`src/pva_pkg.sv`:
```
// Shared types and constants of the voice allocator.
`timescale 1ns / 1ps
package pva_pkg;

  localparam int unsigned VOICE_W    = 3;
  localparam int unsigned CFG_IDX_W  = 3;
  localparam int unsigned CFG_DATA_W = 4;
  localparam int unsigned PICK_W     = 5;   // holds 0..16 picks
  localparam int unsigned MAX_PICKS  = 16;
  localparam logic [6:0]  PEDAL_THRESH = 7'd64;

  // Configuration register indexes
  localparam logic [CFG_IDX_W-1:0] REG_MODE_A   = 3'd0;
  localparam logic [CFG_IDX_W-1:0] REG_MODE_B   = 3'd1;
  localparam logic [CFG_IDX_W-1:0] REG_MERGE    = 3'd2;
  localparam logic [CFG_IDX_W-1:0] REG_L0_EN    = 3'd3;
  localparam logic [CFG_IDX_W-1:0] REG_L1_EN    = 3'd4;
  localparam logic [CFG_IDX_W-1:0] REG_RETRIG   = 3'd5;

  typedef enum logic [1:0] {
    CMD_NOTE_ON  = 2'd0,
    CMD_NOTE_OFF = 2'd1,
    CMD_PEDAL    = 2'd2,
    CMD_RESET    = 2'd3
  } cmd_e;

  typedef enum logic [1:0] {
    KIND_NEW_NOTE = 2'd0,
    KIND_CLOSE    = 2'd1,
    KIND_RETRIG   = 2'd2,
    KIND_ERROR    = 2'd3
  } kind_e;

  typedef enum logic [1:0] {
    ST_FREE = 2'd0,
    ST_PLAY = 2'd1,
    ST_SUST = 2'd2,
    ST_PICK = 2'd3
  } vstat_e;

  typedef enum logic [3:0] {
    OP_NONE,
    OP_LOAD,
    OP_START,
    OP_PICK_SCAN,
    OP_PICK_COMMIT,
    OP_NEW_NOTE,
    OP_RETRIG_A,
    OP_RETRIG_B,
    OP_REL_SCAN,
    OP_CLR_SCAN,
    OP_PEDAL_SET,
    OP_FINISH
  } op_e;

  typedef enum logic [3:0] {
    S_IDLE,
    S_DISPATCH,
    S_PICK_SCAN,
    S_PICK_COMMIT,
    S_NOTE_CHK,
    S_NEW,
    S_RTA,
    S_RTB,
    S_REL,
    S_CLR,
    S_FINISH
  } state_e;

  typedef struct packed {
    kind_e              kind;
    logic               layer;
    logic [VOICE_W-1:0] voice;
    logic [6:0]         note;
    logic [6:0]         velocity;
    logic               lfo;
  } res_t;

  typedef struct packed {
    op_e op;
  } cmd_t;

  typedef struct packed {
    cmd_e cmd;
    logic pedal_hi;
    logic on_skip;
    logic clr_skip;
    logic scan_last;
    logic pick_last;
    logic np_zero;
    logic note_last;
  } sts_t;

endpackage

```
`src/pva_ctrl.sv`:
```
// Sequencer of the voice allocator: steps one request through its phases.
`timescale 1ns / 1ps
module pva_ctrl
  import pva_pkg::*;
(
  input  logic clk_i,
  input  logic rst_ni,
  input  logic in_valid_i,
  input  logic step_ok_i,
  input  sts_t sts_i,
  output logic in_ready_o,
  output cmd_t cmd_o
);

  state_e state_q, state_d;

  // State register
  always_ff @(posedge clk_i or negedge rst_ni) begin
    if (!rst_ni) begin
      state_q <= S_IDLE;
    end else begin
      state_q <= state_d;
    end
  end

  // Next state and commands
  always_comb begin
    state_d    = state_q;
    cmd_o.op   = OP_NONE;
    in_ready_o = 1'b0;
    unique case (state_q)
      S_IDLE: begin
        in_ready_o = 1'b1;
        if (in_valid_i) begin
          cmd_o.op = OP_LOAD;
          state_d  = S_DISPATCH;
        end
      end
      S_DISPATCH: begin
        unique case (sts_i.cmd)
          CMD_NOTE_ON: begin
            if (sts_i.on_skip) begin
              state_d = S_FINISH;
            end else begin
              cmd_o.op = OP_START;
              state_d  = S_PICK_SCAN;
            end
          end
          CMD_NOTE_OFF: begin
            cmd_o.op = OP_START;
            state_d  = S_REL;
          end
          CMD_PEDAL: begin
            if (sts_i.pedal_hi) begin
              cmd_o.op = OP_PEDAL_SET;
              state_d  = S_FINISH;
            end else if (sts_i.clr_skip) begin
              state_d = S_FINISH;
            end else begin
              cmd_o.op = OP_START;
              state_d  = S_CLR;
            end
          end
          default: begin
            if (sts_i.clr_skip) begin
              state_d = S_FINISH;
            end else begin
              cmd_o.op = OP_START;
              state_d  = S_CLR;
            end
          end
        endcase
      end
      S_PICK_SCAN: begin
        cmd_o.op = OP_PICK_SCAN;
        if (sts_i.scan_last) state_d = S_PICK_COMMIT;
      end
      S_PICK_COMMIT: begin
        if (step_ok_i) begin
          cmd_o.op = OP_PICK_COMMIT;
          state_d  = sts_i.pick_last ? S_NOTE_CHK : S_PICK_SCAN;
        end
      end
      S_NOTE_CHK: begin
        state_d = sts_i.np_zero ? S_FINISH : S_NEW;
      end
      S_NEW: begin
        if (step_ok_i) begin
          cmd_o.op = OP_NEW_NOTE;
          state_d  = S_RTA;
        end
      end
      S_RTA: begin
        if (step_ok_i) begin
          cmd_o.op = OP_RETRIG_A;
          state_d  = S_RTB;
        end
      end
      S_RTB: begin
        if (step_ok_i) begin
          cmd_o.op = OP_RETRIG_B;
          state_d  = sts_i.note_last ? S_FINISH : S_NEW;
        end
      end
      S_REL: begin
        if (step_ok_i) begin
          cmd_o.op = OP_REL_SCAN;
          if (sts_i.scan_last) state_d = S_FINISH;
        end
      end
      S_CLR: begin
        if (step_ok_i) begin
          cmd_o.op = OP_CLR_SCAN;
          if (sts_i.scan_last) state_d = S_FINISH;
        end
      end
      S_FINISH: begin
        if (step_ok_i) begin
          cmd_o.op = OP_FINISH;
          state_d  = S_IDLE;
        end
      end
      default: state_d = S_IDLE;
    endcase
  end

endmodule

```
`src/pva_dp.sv`:
```
// Datapath: configuration, voice table, oldest-voice scan and result forming.
`timescale 1ns / 1ps
module pva_dp
  import pva_pkg::*;
#(
  parameter int unsigned VOICES_PER_LAYER = 8,
  parameter int unsigned STAMP_BITS       = 32
) (
  input  logic                  clk_i,
  input  logic                  rst_ni,
  input  logic                  cfg_we_i,
  input  logic [CFG_IDX_W-1:0]  cfg_idx_i,
  input  logic [CFG_DATA_W-1:0] cfg_data_i,
  input  cmd_e                  in_cmd_i,
  input  logic                  in_layer_i,
  input  logic [6:0]            in_note_i,
  input  logic [6:0]            in_vel_i,
  input  logic [6:0]            in_pedal_i,
  input  cmd_t                  cmd_i,
  output sts_t                  sts_o,
  output logic                  emit_o,
  output res_t                  res_o,
  output logic                  flush_o
);

  localparam int unsigned VPL = VOICES_PER_LAYER;
  localparam int unsigned I_W = (VPL > 1) ? $clog2(VPL) : 1;
  localparam logic [I_W-1:0] I_LAST = I_W'(VPL - 1);

  // Configuration registers
  logic [2:0] mode_a_q;
  logic [1:0] mode_b_q;
  logic       merge_q;
  logic [1:0] en_q;
  logic [3:0] mask_q;

  // Latched request
  cmd_e       in_cmd_q;
  logic       in_layer_q;
  logic [6:0] in_note_q;
  logic [6:0] in_vel_q;
  logic       ped_hi_q;

  // Voice table
  vstat_e                status_q [2][VPL];
  logic [6:0]            vnote_q  [2][VPL];
  logic [6:0]            vvel_q   [2][VPL];
  logic [STAMP_BITS-1:0] stamp_q  [2][VPL];
  logic [1:0]            pedal_q;
  logic [STAMP_BITS-1:0] cnt_q;

  // Scan position and best candidates (free / not yet picked)
  logic                  scan_l_q;
  logic [I_W-1:0]        scan_i_q;
  logic                  bf_v_q, bn_v_q;
  logic                  bf_l_q, bn_l_q;
  logic [I_W-1:0]        bf_i_q, bn_i_q;
  logic [STAMP_BITS-1:0] bf_s_q, bn_s_q;

  // Pick list
  logic [PICK_W-1:0] pick_k_q, np_q, k_q;
  logic              pk_l_q [MAX_PICKS];
  logic [I_W-1:0]    pk_i_q [MAX_PICKS];

  logic [2:0]            code;
  logic [PICK_W-1:0]     count;
  vstat_e                st_cur, sel_st;
  logic [STAMP_BITS-1:0] s_cur;
  logic                  scope_pick, scope_rel, sus, rel_hit, clr_hit;
  logic                  sel_any, sel_l, pk_l, scan_last;
  logic [I_W-1:0]        sel_i, pk_i;

  // Request decode and scan terms
  always_comb begin
    code = (in_layer_q && !merge_q) ? {1'b0, mode_b_q} : mode_a_q;
    count = (code <= 3'd4) ? PICK_W'(1 << code) : '0;
    st_cur = status_q[scan_l_q][scan_i_q];
    s_cur  = stamp_q[scan_l_q][scan_i_q];
    scope_pick = merge_q ? en_q[scan_l_q] : (scan_l_q == in_layer_q);
    scope_rel  = merge_q | (scan_l_q == in_layer_q);
    sus = merge_q ? pedal_q[0] : pedal_q[in_layer_q];
    rel_hit = scope_rel && (st_cur == ST_PLAY) &&
              (vnote_q[scan_l_q][scan_i_q] == in_note_q);
    clr_hit = scope_rel && ((in_cmd_q != CMD_PEDAL) || (st_cur == ST_SUST));
    sel_any = bf_v_q | bn_v_q;
    sel_l   = bf_v_q ? bf_l_q : bn_l_q;
    sel_i   = bf_v_q ? bf_i_q : bn_i_q;
    sel_st  = status_q[sel_l][sel_i];
    pk_l    = pk_l_q[k_q[3:0]];
    pk_i    = pk_i_q[k_q[3:0]];
    scan_last = scan_l_q && (scan_i_q == I_LAST);
  end

  // Status toward the sequencer
  always_comb begin
    sts_o.cmd       = in_cmd_q;
    sts_o.pedal_hi  = ped_hi_q;
    sts_o.on_skip   = (merge_q && in_layer_q) || (count == '0);
    sts_o.clr_skip  = merge_q && in_layer_q;
    sts_o.scan_last = scan_last;
    sts_o.pick_last = (PICK_W'(pick_k_q + 1'b1) == count);
    sts_o.np_zero   = (np_q == '0);
    sts_o.note_last = (PICK_W'(k_q + 1'b1) == np_q);
  end

  // Result forming
  always_comb begin
    emit_o  = 1'b0;
    flush_o = 1'b0;
    res_o   = '0;
    case (cmd_i.op)
      OP_PICK_COMMIT: begin
        if (!sel_any) begin
          emit_o     = 1'b1;
          res_o.kind = KIND_ERROR;
        end else begin
          emit_o      = (sel_st == ST_PLAY) || (sel_st == ST_SUST);
          res_o.kind  = KIND_CLOSE;
          res_o.layer = sel_l;
          res_o.voice = VOICE_W'(sel_i);
        end
      end
      OP_NEW_NOTE: begin
        emit_o         = 1'b1;
        res_o.kind     = KIND_NEW_NOTE;
        res_o.layer    = pk_l;
        res_o.voice    = VOICE_W'(pk_i);
        res_o.note     = in_note_q;
        res_o.velocity = in_vel_q;
      end
      OP_RETRIG_A, OP_RETRIG_B: begin
        res_o.lfo   = (cmd_i.op == OP_RETRIG_B);
        emit_o      = mask_q[{pk_l, res_o.lfo}];
        res_o.kind  = KIND_RETRIG;
        res_o.layer = pk_l;
      end
      OP_REL_SCAN, OP_CLR_SCAN: begin
        emit_o      = (cmd_i.op == OP_REL_SCAN) ? (rel_hit && !sus) : clr_hit;
        res_o.kind  = KIND_CLOSE;
        res_o.layer = scan_l_q;
        res_o.voice = VOICE_W'(scan_i_q);
      end
      OP_FINISH: flush_o = 1'b1;
      default: ;
    endcase
  end

  // Configuration writes
  always_ff @(posedge clk_i or negedge rst_ni) begin
    if (!rst_ni) begin
      mode_a_q <= '0;
      mode_b_q <= '0;
      merge_q  <= 1'b0;
      en_q     <= 2'b11;
      mask_q   <= '0;
    end else if (cfg_we_i) begin
      unique case (cfg_idx_i)
        REG_MODE_A: mode_a_q <= cfg_data_i[2:0];
        REG_MODE_B: mode_b_q <= cfg_data_i[1:0];
        REG_MERGE:  merge_q  <= cfg_data_i[0];
        REG_L0_EN:  en_q[0]  <= cfg_data_i[0];
        REG_L1_EN:  en_q[1]  <= cfg_data_i[0];
        REG_RETRIG: mask_q   <= cfg_data_i;
        default: ;
      endcase
    end
  end

  // Request latch
  always_ff @(posedge clk_i) begin
    if (cmd_i.op == OP_LOAD) begin
      in_cmd_q   <= in_cmd_i;
      in_layer_q <= in_layer_i;
      in_note_q  <= in_note_i;
      in_vel_q   <= in_vel_i;
      ped_hi_q   <= (in_pedal_i >= PEDAL_THRESH);
    end
  end

  // Pick list storage
  always_ff @(posedge clk_i) begin
    if (cmd_i.op == OP_PICK_COMMIT && sel_any) begin
      pk_l_q[np_q[3:0]] <= sel_l;
      pk_i_q[np_q[3:0]] <= sel_i;
    end
  end

  // Voice table, scan and counters
  always_ff @(posedge clk_i or negedge rst_ni) begin
    if (!rst_ni) begin
      for (int l = 0; l < 2; l++) begin
        for (int i = 0; i < VPL; i++) begin
          status_q[l][i] <= ST_FREE;
          vnote_q[l][i]  <= '0;
          vvel_q[l][i]   <= '0;
          stamp_q[l][i]  <= '0;
        end
      end
      pedal_q  <= '0;
      cnt_q    <= '0;
      scan_l_q <= 1'b0;
      scan_i_q <= '0;
      bf_v_q   <= 1'b0;
      bn_v_q   <= 1'b0;
      bf_l_q   <= 1'b0;
      bn_l_q   <= 1'b0;
      bf_i_q   <= '0;
      bn_i_q   <= '0;
      bf_s_q   <= '0;
      bn_s_q   <= '0;
      pick_k_q <= '0;
      np_q     <= '0;
      k_q      <= '0;
    end else begin
      // scan position steps in every scanning op
      if (cmd_i.op == OP_PICK_SCAN || cmd_i.op == OP_REL_SCAN ||
          cmd_i.op == OP_CLR_SCAN) begin
        if (scan_i_q == I_LAST) begin
          scan_i_q <= '0;
          scan_l_q <= ~scan_l_q;
        end else begin
          scan_i_q <= I_W'(scan_i_q + 1'b1);
        end
      end
      case (cmd_i.op)
        OP_START: begin
          scan_l_q <= 1'b0;
          scan_i_q <= '0;
          bf_v_q   <= 1'b0;
          bn_v_q   <= 1'b0;
          pick_k_q <= '0;
          np_q     <= '0;
          k_q      <= '0;
        end
        OP_PICK_SCAN: begin
          if (scope_pick) begin
            if (st_cur == ST_FREE && (!bf_v_q || s_cur < bf_s_q)) begin
              bf_v_q <= 1'b1;
              bf_l_q <= scan_l_q;
              bf_i_q <= scan_i_q;
              bf_s_q <= s_cur;
            end
            if (st_cur != ST_PICK && (!bn_v_q || s_cur < bn_s_q)) begin
              bn_v_q <= 1'b1;
              bn_l_q <= scan_l_q;
              bn_i_q <= scan_i_q;
              bn_s_q <= s_cur;
            end
          end
        end
        OP_PICK_COMMIT: begin
          if (sel_any) begin
            status_q[sel_l][sel_i] <= ST_PICK;
            np_q <= PICK_W'(np_q + 1'b1);
          end
          pick_k_q <= PICK_W'(pick_k_q + 1'b1);
          bf_v_q   <= 1'b0;
          bn_v_q   <= 1'b0;
        end
        OP_NEW_NOTE: begin
          cnt_q <= STAMP_BITS'(cnt_q + 1'b1);
          status_q[pk_l][pk_i] <= ST_PLAY;
          vnote_q[pk_l][pk_i]  <= in_note_q;
          vvel_q[pk_l][pk_i]   <= in_vel_q;
          stamp_q[pk_l][pk_i]  <= STAMP_BITS'(cnt_q + 1'b1);
        end
        OP_RETRIG_B: k_q <= PICK_W'(k_q + 1'b1);
        OP_REL_SCAN: begin
          if (rel_hit) status_q[scan_l_q][scan_i_q] <= sus ? ST_SUST : ST_FREE;
        end
        OP_CLR_SCAN: begin
          if (clr_hit) status_q[scan_l_q][scan_i_q] <= ST_FREE;
          if (scan_last) begin
            for (int l = 0; l < 2; l++) begin
              if (merge_q || (l[0] == in_layer_q)) pedal_q[l] <= 1'b0;
            end
          end
        end
        OP_PEDAL_SET: pedal_q[in_layer_q] <= 1'b1;
        default: ;
      endcase
    end
  end

endmodule

```
`src/pva_out.sv`:
```
// Result staging: holds one result back to mark the final one, then registers it.
`timescale 1ns / 1ps
module pva_out
  import pva_pkg::*;
(
  input  logic clk_i,
  input  logic rst_ni,
  input  logic emit_i,
  input  res_t res_i,
  input  logic flush_i,
  input  logic out_ready_i,
  output logic out_valid_o,
  output res_t out_res_o,
  output logic out_last_o,
  output logic step_ok_o
);

  logic hold_v_q, out_v_q, out_last_q;
  res_t hold_q, out_q;

  assign step_ok_o   = !out_v_q || out_ready_i;
  assign out_valid_o = out_v_q;
  assign out_res_o   = out_q;
  assign out_last_o  = out_last_q;

  // Valid flags
  always_ff @(posedge clk_i or negedge rst_ni) begin
    if (!rst_ni) begin
      hold_v_q <= 1'b0;
      out_v_q  <= 1'b0;
    end else begin
      if ((emit_i || flush_i) && hold_v_q) begin
        out_v_q <= 1'b1;
      end else if (out_ready_i) begin
        out_v_q <= 1'b0;
      end
      if (emit_i) begin
        hold_v_q <= 1'b1;
      end else if (flush_i) begin
        hold_v_q <= 1'b0;
      end
    end
  end

  // Payload
  always_ff @(posedge clk_i) begin
    if ((emit_i || flush_i) && hold_v_q) begin
      out_q      <= hold_q;
      out_last_q <= flush_i;
    end
    if (emit_i) hold_q <= res_i;
  end

endmodule

```
`src/poly_voice_allocator_top.sv`:
```
// Two-layer voice allocator: note-on claims oldest free or stolen voices.
// One request is worked at a time. For a note-on, each pick walks the whole
// voice table once, then each picked voice is started and its retrigger steps
// run; note-off, pedal release and layer reset walk the table once. Dispatch
// and finish steps are added, and a stalled result output holds the sequence.
// No clearing pass runs after reset.
`timescale 1ns / 1ps
module poly_voice_allocator_top
  import pva_pkg::*;
#(
  parameter int unsigned VOICES_PER_LAYER = 8,
  parameter int unsigned STAMP_BITS       = 32
) (
  input  logic                  clk_i,
  input  logic                  rst_ni,
  input  logic                  cfg_we_i,
  input  logic [CFG_IDX_W-1:0]  cfg_idx_i,
  input  logic [CFG_DATA_W-1:0] cfg_data_i,
  input  logic                  s_axis_tvalid,
  output logic                  s_axis_tready,
  input  logic [23:0]           s_axis_tdata,  // layer, note, velocity, pedal_value
  input  logic [1:0]            s_axis_tuser,  // command
  output logic                  m_axis_tvalid,
  input  logic                  m_axis_tready,
  output logic [23:0]           m_axis_tdata,  // out_layer, voice, out_note, out_velocity, lfo
  output logic [1:0]            m_axis_tuser,  // kind
  output logic                  m_axis_tlast
);

  cmd_t cmd;
  sts_t sts;
  res_t res, out_res;
  logic emit, flush, step_ok;

  pva_ctrl u_ctrl (
    .clk_i,
    .rst_ni,
    .in_valid_i (s_axis_tvalid),
    .step_ok_i  (step_ok),
    .sts_i      (sts),
    .in_ready_o (s_axis_tready),
    .cmd_o      (cmd)
  );

  pva_dp #(
    .VOICES_PER_LAYER (VOICES_PER_LAYER),
    .STAMP_BITS       (STAMP_BITS)
  ) u_dp (
    .clk_i,
    .rst_ni,
    .cfg_we_i,
    .cfg_idx_i,
    .cfg_data_i,
    .in_cmd_i   (cmd_e'(s_axis_tuser)),
    .in_layer_i (s_axis_tdata[0]),
    .in_note_i  (s_axis_tdata[7:1]),
    .in_vel_i   (s_axis_tdata[14:8]),
    .in_pedal_i (s_axis_tdata[21:15]),
    .cmd_i      (cmd),
    .sts_o      (sts),
    .emit_o     (emit),
    .res_o      (res),
    .flush_o    (flush)
  );

  pva_out u_out (
    .clk_i,
    .rst_ni,
    .emit_i      (emit),
    .res_i       (res),
    .flush_i     (flush),
    .out_ready_i (m_axis_tready),
    .out_valid_o (m_axis_tvalid),
    .out_res_o   (out_res),
    .out_last_o  (m_axis_tlast),
    .step_ok_o   (step_ok)
  );

  // Output packing
  assign m_axis_tuser = out_res.kind;
  assign m_axis_tdata = {5'd0, out_res.lfo, out_res.velocity, out_res.note,
                         out_res.voice, out_res.layer};

endmodule

```
`config.mk`:
```
export PLATFORM = sky130hd
export DESIGN_NAME = poly_voice_allocator_top
export DESIGN_NICKNAME = d
export VERILOG_FILES = /design/src/pva_pkg.sv /design/src/pva_ctrl.sv /design/src/pva_dp.sv /design/src/pva_out.sv /design/src/poly_voice_allocator_top.sv
export SDC_FILE = /design/constraint.sdc
export NUM_CORES = 2
export LEC_CHECK = 0
export BUFFER_PORTS_ARGS = -buffer_cell sky130_fd_sc_hd__buf_2
export CORE_MARGIN = 1
export CORE_UTILIZATION = 55
export CTS_CLUSTER_SIZE = 40
export DETAILED_ROUTE_END_ITERATION = 6
export GPL_TIMING_DRIVEN = 1
export HOLD_SLACK_MARGIN = 0.08
export PLACE_DENSITY = 0.79
export SLEW_MARGIN = 10
export SYNTH_ARGS = -nofsm -noshare
export SYNTH_HDL_FRONTEND = slang
export SYNTH_HIERARCHICAL = 1
export SYNTH_SLANG_ARGS = --single-unit
export TNS_END_PERCENT = 20
```
`constraint.sdc`:
```
create_clock -name clk_i -period 6.62 [get_ports clk_i]
set_clock_uncertainty 0.05 [all_clocks]
set_input_delay 1.655 -clock clk_i [delete_from_list [all_inputs] [get_ports clk_i]]
set_output_delay 1.655 -clock clk_i [all_outputs]
set_load 0.05 [all_outputs]
```
==> impl_metrics.env <==
export IMPL_ant_nets=0
export IMPL_netlist_area_leader_share_pct=45.86
export IMPL_finalHoldViolations=0
export IMPL_place_area_um2=44870
export IMPL_ys_seq_elements=926
export IMPL_track_usage_pct=28.55
export IMPL_endpoint_kind="register"
export IMPL_tns_ns=0
export IMPL_clock_sinks=926
export IMPL_fin_crit_ns=5.576
export IMPL_cts_root_buf="clkbuf_16"
export IMPL_antenna_found_initial=0
export IMPL_die_w_um=283.6
export IMPL_ys_top_cells_by_count="799 x dfrtp_1, 443 x nand2_1, 356 x o21ai_0"
export IMPL_initial_core_util_pct=55.91
export IMPL_routedWlPerCell_um=23.03
export IMPL_nFillCells=5951
export IMPL_synthesis_area_um2=43600
export IMPL_yosys_most_used_dff="dfrtp_1"
export IMPL_clk_pin_slew_worst_paths_ns=0.06
export IMPL_hold_class="register to register"
export IMPL_p_per_area_nw_per_um2=429.3
export IMPL_max_slew_margin_pct=17.16
export IMPL_critPathTopFamily="simple AND/OR/NAND/NOR gates"
export IMPL_grt_pass1_vias=31419
export IMPL_grt_pass1_wl_mm=179.7
export IMPL_syn_avg_cell_area_um2=11.13
export IMPL_intPower_mw=13.17
export IMPL_rsz0062_at_grt="no"
export IMPL_grt_ovfl_total=0
export IMPL_hpwl_mm=68.55
export IMPL_synth_seq_area_share_pct=54.59
export IMPL_fmax_mhz=179.3
export IMPL_die_area_um2=80400
export IMPL_clk_latency_ns=0.66
export IMPL_cts_buffers=95
export IMPL_critPathArrivalTime_ns=6.12
export IMPL_crit_slowest_cell="nor3_1"
export IMPL_gp_congestion=0.9578
export IMPL_synth_async_reset_ratio_pct=86.50
export IMPL_wl_mm=114.5
export IMPL_drc_errors=0
export IMPL_irDropWorstVdd_mv=0.2722
export IMPL_area_delta_synth_final_pct=10.44
export IMPL_worstPathCellList="nor2b_1 > mux2i_1 > and2_1 > o21bai_1 > inv_1 > a211oi_1 > a21o_1 > nand2_1 > a32o_1 > nor2b_1 > buf_4 > nand2_2 > nand2_1 > nor3_1 > nand2_1 > o21ai_0 > a22o_1"
export IMPL_cts_resized=0
export IMPL_nets=3968
export IMPL_grt_max_degree=127
export IMPL_tightest_slew_ns=1.238
export IMPL_die_h_um=283.6
export IMPL_max_cap_violations=0
export IMPL_ys_warn_count=6
export IMPL_drv_slew=0
export IMPL_synth_area_leaders="dfrtp_1 46%, edfxtp_1 8.6%, mux2i_1 5.1%, mux2_2 4.9%, mux4_2 4.4%"
export IMPL_max_clock_path_buffers=3
export IMPL_viasPerCell=6.331
export IMPL_status="complete, no violations"
export IMPL_drt_iter0_drc=3390
export IMPL_num_rows=102
export IMPL_hold_buffers=0
export IMPL_portBuffers=53
export IMPL_ys_types=89
export IMPL_crit_buf_inv=2
export IMPL_first_pass_iters=6
export IMPL_cts_tree="yes"
export IMPL_seqPwrFrac_pct=39.6
export IMPL_start_kind="register"
export IMPL_power_frac_clock_pct=26.8
export IMPL_p_sw_share_pct=36.27
export IMPL_combPwrFrac_pct=33.6
export IMPL_post_cts_setup_buffers=0
export IMPL_finalCritPeriodShare_pct=84.24
export IMPL_path_class="register to register"
export IMPL_syn_instance_count=3917
export IMPL_drive_gt1_share_pct=16.46
export IMPL_yosys_area_top_type="dfrtp_1"
export IMPL_synth_most_common_cell="dfrtp_1"
export IMPL_setup_viol=0
export IMPL_max_stage_delay_ns=0.86
export IMPL_htreeDepth=3
export IMPL_core_area_um2=77980
export IMPL_num_io_pins=67
export IMPL_finalInstanceArea_um2=48150
export IMPL_p_sw_mw=7.497
export IMPL_cp_required_ns=7.17
export IMPL_worst_path_max_fanout=25
export IMPL_vias=31476
export IMPL_synth_edf_count=125
export IMPL_crit_top_cell="nand2_1"
export IMPL_total_leakage_power_nw=21.07
registers in the layout (all words and copies together), names as in the netlist, 7 cells and up:
name / cells
u_dp/pk_l_q: 16
u_dp/pk_i_q: 48
u_out/out_res_o: 21
u_out/hold_q: 21
u_dp/in_vel_q: 7
u_dp/bf_s_q: 32
u_dp/bn_s_q: 32
u_dp/status_q: 32
u_dp/in_note_q: 7
u_dp/stamp_q: 512
u_dp/vnote_q: 112
u_dp/cnt_q: 32
path summary, 6_finish.rpt:
path | slack [ns] | cells after the start | from | endpoint
min | 0.36 | 0 | u_out/hold_q[5] | u_out/out_res_o[5]
max | 1.04 | 17 | u_dp/in_layer_q | u_dp/status_q[3]
min reg2reg | 0.36 | 0 | u_out/hold_q[5] | u_out/out_res_o[5]
max in group asynchronous | 4.20 | 2 | rst_ni | u_dp/stamp_q[10]
max reg2reg | 1.04 | 17 | u_dp/in_layer_q | u_dp/status_q[3]
min in group asynchronous | 1.06 | 1 | rst_ni | u_dp/stamp_q[442]
metrics by stage:
| step | std cells | hold WS, ns | setup slack [ns] | power, mW | utilization (%) |
|---|---|---|---|---|---|
| after floorplan | 3921 | 0.3503 | 1.591 | 12.86 | - |
| after global placement | 4797 | 0.3515 | 1.314 | 14.76 | 57.54 |
| after detailed placement | 4797 | 0.3545 | 1.225 | 15.01 | 57.54 |
| after CTS | 4971 | 0.3623 | 1.184 | 20.60 | 61.70 |
| after global routing | 4971 | 0.3633 | 0.8252 | 21.61 | 61.75 |
| final | 4972 | 0.3623 | 1.044 | 20.67 | 61.75 |
placed cells by master, fill, tap and decap left out, types with 83 or more instances in the layout:
cell type | synthesis | routed
a21oi_1 | 254 | 254
clkbuf_16 | 0 | 97
dfrtp_1 | 799 | 795
edfxtp_1 | 125 | 125
inv_1 | 95 | 95
mux2_2 | 188 | 188
mux2i_1 | 224 | 224
mux4_2 | 85 | 85
nand2_1 | 443 | 442
nor2_1 | 295 | 294
o21ai_0 | 356 | 356
o22ai_1 | 83 | 83
layout make-up:
| class | count | area (um2) | area share [%] |
|---|---|---|---|
| Multi-Input combinational cell | 2588 | 18240 | 37.88 |
| Tap cell | 1040 | 1301 | 2.702 |
| Sequential cell | 926 | 23810 | 49.45 |
| Clock buffer | 135 | 2700 | 5.607 |
| Inverter | 95 | 356.6 | 0.7405 |
| Clock inverter | 39 | 541.8 | 1.125 |
| Timing Repair Buffer | 148 | 1201 | 2.494 |
| Antenna cell | 1 | 2.502 | 0.005197 |
power by group through the flow:
stage | combinational [mW] | clock (mW) | sequential [mW]
after global placement | 6.59 | 0 | 8.18
final | 6.95 | 5.53 | 8.19
after CTS | 6.84 | 5.60 | 8.15
after floorplan | 4.96 | 0 | 7.90
after detailed placement | 6.77 | 0 | 8.24
after global routing | 7.47 | 5.82 | 8.32
kinds of logic (layout without fill, tap and decap cells):
family | Yosys count | in the layout | share of synthesized area (%)
xor+xnor | 81 | 81 | 1.627
compound gates | 901 | 901 | 12.01
fa+ha+maj | 77 | 77 | 2.207
flops | 926 | 926 | 54.59
buf+inv | 407 | 417 | 3.977
simple gates | 997 | 997 | 10.16
mux | 527 | 527 | 15.42
other cells | 1 | 6 | 0.008601
routing by layer:
layer	vias to the layer above	track usage, %	part of all wire, %
li1	13795	-	-
met1	15879	38.95	40
met2	1420	44.96	47
met3	382	5.000	8.3
met4	0	12.86	4.8
met5	-	0	0
(Power assumes the default switching activity.)
